--- src/rtl/core/pti_ram.sv ---
`timescale 1ns / 1ps
// ----------------------------------------------------------------------------
// pti_ram
// Generic single-port synchronous RAM with registered read data.
// ----------------------------------------------------------------------------
module pti_ram #(
    parameter int WIDTH = 8,
    parameter int DEPTH = 16
) (
    input  logic                     i_clk,
    input  logic                     i_we,
    input  logic [$clog2(DEPTH)-1:0] i_addr,
    input  logic [WIDTH-1:0]         i_wdata,
    output logic [WIDTH-1:0]         o_rdata
);

    logic [WIDTH-1:0] r_mem [DEPTH];
    logic [WIDTH-1:0] r_rdata;

    always_ff @(posedge i_clk) begin
        if (i_we) begin
            r_mem[i_addr] <= i_wdata;
        end
        r_rdata <= r_mem[i_addr];
    end

    assign o_rdata = r_rdata;

endmodule

--- config.mk ---
export PLATFORM = sky130hd
export DESIGN_NAME = pti_ram
export DESIGN_NICKNAME = d
export VERILOG_FILES = /design/src/rtl/core/pti_ram.sv
export SDC_FILE = /design/constraint.sdc
export NUM_CORES = 1
export LEC_CHECK = 0
export BUFFER_PORTS_ARGS = -buffer_cell sky130_fd_sc_hd__clkbuf_2
export CORE_MARGIN = 3
export CORE_UTILIZATION = 40
export DETAILED_ROUTE_END_ITERATION = 10
export SLEW_MARGIN = 20
export SYNTH_ARGS = -nofsm -noshare
export SYNTH_HDL_FRONTEND = slang
export SYNTH_SLANG_ARGS = --single-unit
--- constraint.sdc ---
create_clock -name i_clk -period 2.1 [get_ports i_clk]
set_input_delay 0.315 -clock i_clk [delete_from_list [all_inputs] [get_ports i_clk]]
set_output_delay 0.315 -clock i_clk [all_outputs]
set_load 0.01 [all_outputs]
==> results list <==
- The flow ran to the end, and the final reports show no timing, DRC or antenna violations.
- Synth Area in Adders: 0%
- Reported leakage power: about 2.0 nW
- After technology mapping, the gate count stands at 230.
- IR analysis of the VDD net gives a maximum drop of 0.000659 V.
- Routed wire per std cell: ~20 um
- Achievable clock frequency: a little over 700 MHz
* Post-synthesis xor/xnor area fraction: 0%
- Most frequently used cell type in the post-synthesis netlist: edfxtp_1
* Final design instance area without fill: around 0.0061 sq mm
- The die covers between 0.01 and 0.015 sq mm.
- The synthesized netlist occupies a cell area of slightly above 0.005 sq mm.
- At the end of routability-driven placement, the weighted congestion stood at slightly below 0.7.
* CTS buffer count: 17
- Worst r2r src: r_mem[0][1]$_DFFE_PP_
- Synth async-reset ratio: 0%
- Buffer depth of the longest clock path: 2
- Area of the core: 0.0122 sq mm
- The die is ~120 um wide.
* Library cell contributing the largest single delay on the critical path: mux4_2
- On the worst path, the slowest cell contributes a delay of approximately 0.54 ns.
- Total number of vias: roughly 2400
- Floorplan row count: 40
* Endpoint type of the worst setup path: register
- Share of synthesized cell area in and, or, nand and nor gates: 3.21%
- Number of buffers inserted by hold repair at cts: 0
- After routing, the total negative slack on setup checks comes to 0 ns.
- Wires add up to 9020 um.
- Unique masters post-synth: 18
- Final Skew: around 0.006 ns
* Met2 routing resource usage after global routing: 20.8%
- Number of diodes added for antenna fixing: 0
- Met3 Resource Use GR: between 2 and 3%
- Power comes to about 6.4 mW.
- Multiplexer cells account for between 10 and 15% of the synthesized area.
* Sum of overflow across all layers after global routing: 0
- Compared with the post-synthesis result, the final layout area differs by 20.6%.
- Synth Area per Inst: around 22 sq um
- Number of hold-slack violations in the final timing report: 0
* Critical Path RT: 2.38 ns
* TritonCTS clock tree: yes
* Layout cells sized above 1: between 30% and 40%
- After synthesis, the largest area contributor takes up between 70% and 80% of total cell area.
- GR Util All Layers: between 10 and 15%
- The worst setup path is launched from an input pin.
- Boundary pin count: 22
- Clock tree synthesis selected as its root buffer the cell clkbuf_16.
- Area after DPL: around 0.0055 sq mm
- Resized Gates After CTS: 0
* Number of fillers in the final layout: 993
* # H-tree levels: 4
- Die Ht: approximately 120 um
- The first detailed-routing pass ran for 4 iterations.
- Share of the clock period used by the worst path: between 60% and 70%
* Leading cell types by count after synthesis: edfxtp_1 (128), mux4_2 (32), a22oi_1 (16)
- Worst Hold Slack: roughly 0.35 ns
- The startpoint identified for the worst hold timing path is i_wdata[6].
- In this run, synthesis produced a sequential element count of between 100 and 150.
* Number of buffers inserted to repair setup after CTS: 0
* EDFF count, synth: 128
- Dominant combinational cell family by area after synthesis: multiplexers
- Synth Area in Compound Gates: 2.37%
- Cell types with the largest area share after synthesis: edfxtp_1 (76%), mux4_2 (14%), dfxtp_1 (3.2%)
- Once the floorplan was initialized, standard cells occupied between 40% and 50% of the core.
- met2 is the most crowded layer.
* Fin nets: 293
- The tightest min-delay check is of the input pin to register type.
* RSZ-0062 raised after global routing: false
- Tmin final: 1.42 ns
- The Yosys step of the flow raised 0 warnings.
- Worst Slack Setup Final: roughly 0.7 ns
- Final setup vio count: 0
* Timing startpoint of the critical path: i_addr[0]
- Global-route wire length before repair: approximately 15000 um
- CTS clock-pin slew for the worst setup and hold paths: approximately 0.06 ns
* Max-Cap Viols: 0
* Initial antenna violation count: 0
- DRC violations left: 0
* TritonCTS sink count: 136
- The count of pins over their slew limit is 0.
* Maximum fanout along the worst path: 38
- Global routing consumed, on the met1 layer, a little under a fifth of the routing resources.
* Part of the Yosys area used for sequential elements: 79.0%
* Port-buffer cells: 21
- The HPWL after detailed placement is ~5900 um.
* Vias in the first global route: about 2500
* Critical path type: input pin to register
* Most used DFF post-synth: edfxtp_1
* Per-cell via count in the routed design: between 5 and 6
- Largest net degree at the start of global routing: 39
- In this run the power density over the cells is roughly 1000 mW/mm^2.
- Net Count, Synth: between 200 and 250
- Ordered cell list for the critical path: clkbuf_2 > buf_12 > mux4_2 > a22oi_1 > nand2_1
- Antenna viol nets, final: 0
- Pre-CTS setup slack: between 0.2 and 0.3 ns
* Data arrival time at the worst-slack endpoint: about 1.7 ns
- In this run the tightest slew margin relative to its limit is a little under three fifths.
- Actual slew at the worst max-slew pin: between 0.6 and 0.7 ns
- For the worst-skew pair, the clock arrives at the later sink with an insertion delay of 0.40 ns.
* Cell taking the most area after synthesis: edfxtp_1
* Initial drt markers: just under 300
[power by group]
| group | leakage, nW | internal, mW | switching [mW] |
|---|---|---|---|
| logic | 0.512 | 0.122 | 0.161 |
| registers | 1.22 | 3.04 | 0.0166 |
| clock network | 0.294 | 1.98 | 1.05 |
| total | 2.03 | 5.14 | 1.23 |
[layer usage]
| layer | share of wire (%) | vias to the layer above |
|---|---|---|
| li1 | - | 1059 |
| met1 | 46 | 1231 |
| met5 | 0 | - |
| met2 | 48 | 52 |
| met4 | 1.9 | 0 |
| met3 | 3.3 | 10 |
[final cells by class]
type | instances | area [sq um] | share of cell area (%)
flip-flops and latches | 136 | 4000 | 65.5
repair buffers | 41 | 280 | 4.59
clock inverters | 13 | 179 | 2.93
multi-input cells | 83 | 1000 | 16.4
clock buffers | 19 | 433 | 7.09
well taps | 168 | 210 | 3.44
[through the flow]
| stage | util (%) | std cells |
|---|---|---|
| floorplan | - | 230 |
| global placement | 45.0 | 428 |
| detailed placement | 45.0 | 428 |
| CTS | 50.0 | 460 |
| global route | 50.0 | 460 |
| finish | 50.0 | 460 |
[logic make-up after synthesis]
| group | count (synthesis) |
|---|---|
| DFF | 136 |
| and+or+nand+nor | 35 |
| muxes | 32 |
| AOI/OAI and AO/OA | 16 |
| buffers and inverters | 11 |
[registers in the layout, indices dropped and copies added (netlist names)]
| register | cells |
|---|---|
| o_rdata | 8 |
| r_mem | 128 |
[worst max-delay path, delay by kind of cell]
kind	cells	cell delay, ns
simple gates	1	0.09
mux	1	0.54
compound gates	1	0.32
buf+inv	2	0.42
[worst paths after layout]
path	to	slack (ns)	cells after the start
min reg2reg	o_rdata[7]$_DFF_P_	0.67	3
max reg2reg	o_rdata[1]$_DFF_P_	0.76	3
min	r_mem[5][6]$_DFFE_PP_	0.35	1
max	o_rdata[5]$_DFF_P_	0.68	5
[cell usage in the layout (no fill, tap or decap)]
| cell type | instances |
|---|---|
| edfxtp_1 | 128 |
| mux4_2 | 32 |
| clkbuf_2 | 21 |
| buf_4 | 18 |
| clkbuf_16 | 17 |
| a22oi_1 | 16 |
| nor2_1 | 13 |
| nand2_1 | 9 |
| dfxtp_1 | 8 |
| nor3_1 | 4 |
| bufinv_16 | 4 |
| clkinv_4 | 3 |
| clkinv_1 | 3 |
| nor2b_1 | 2 |
| nand3b_1 | 2 |
| nand2b_1 | 2 |
| clkbuf_1 | 2 |
| buf_12 | 2 |
| and2_1 | 1 |
| nand3_1 | 1 |
| or3b_2 | 1 |
| clkinvlp_4 | 1 |
| inv_6 | 1 |
| clkinv_2 | 1 |
No activity file was read; power rests on OpenSTA's default activity.
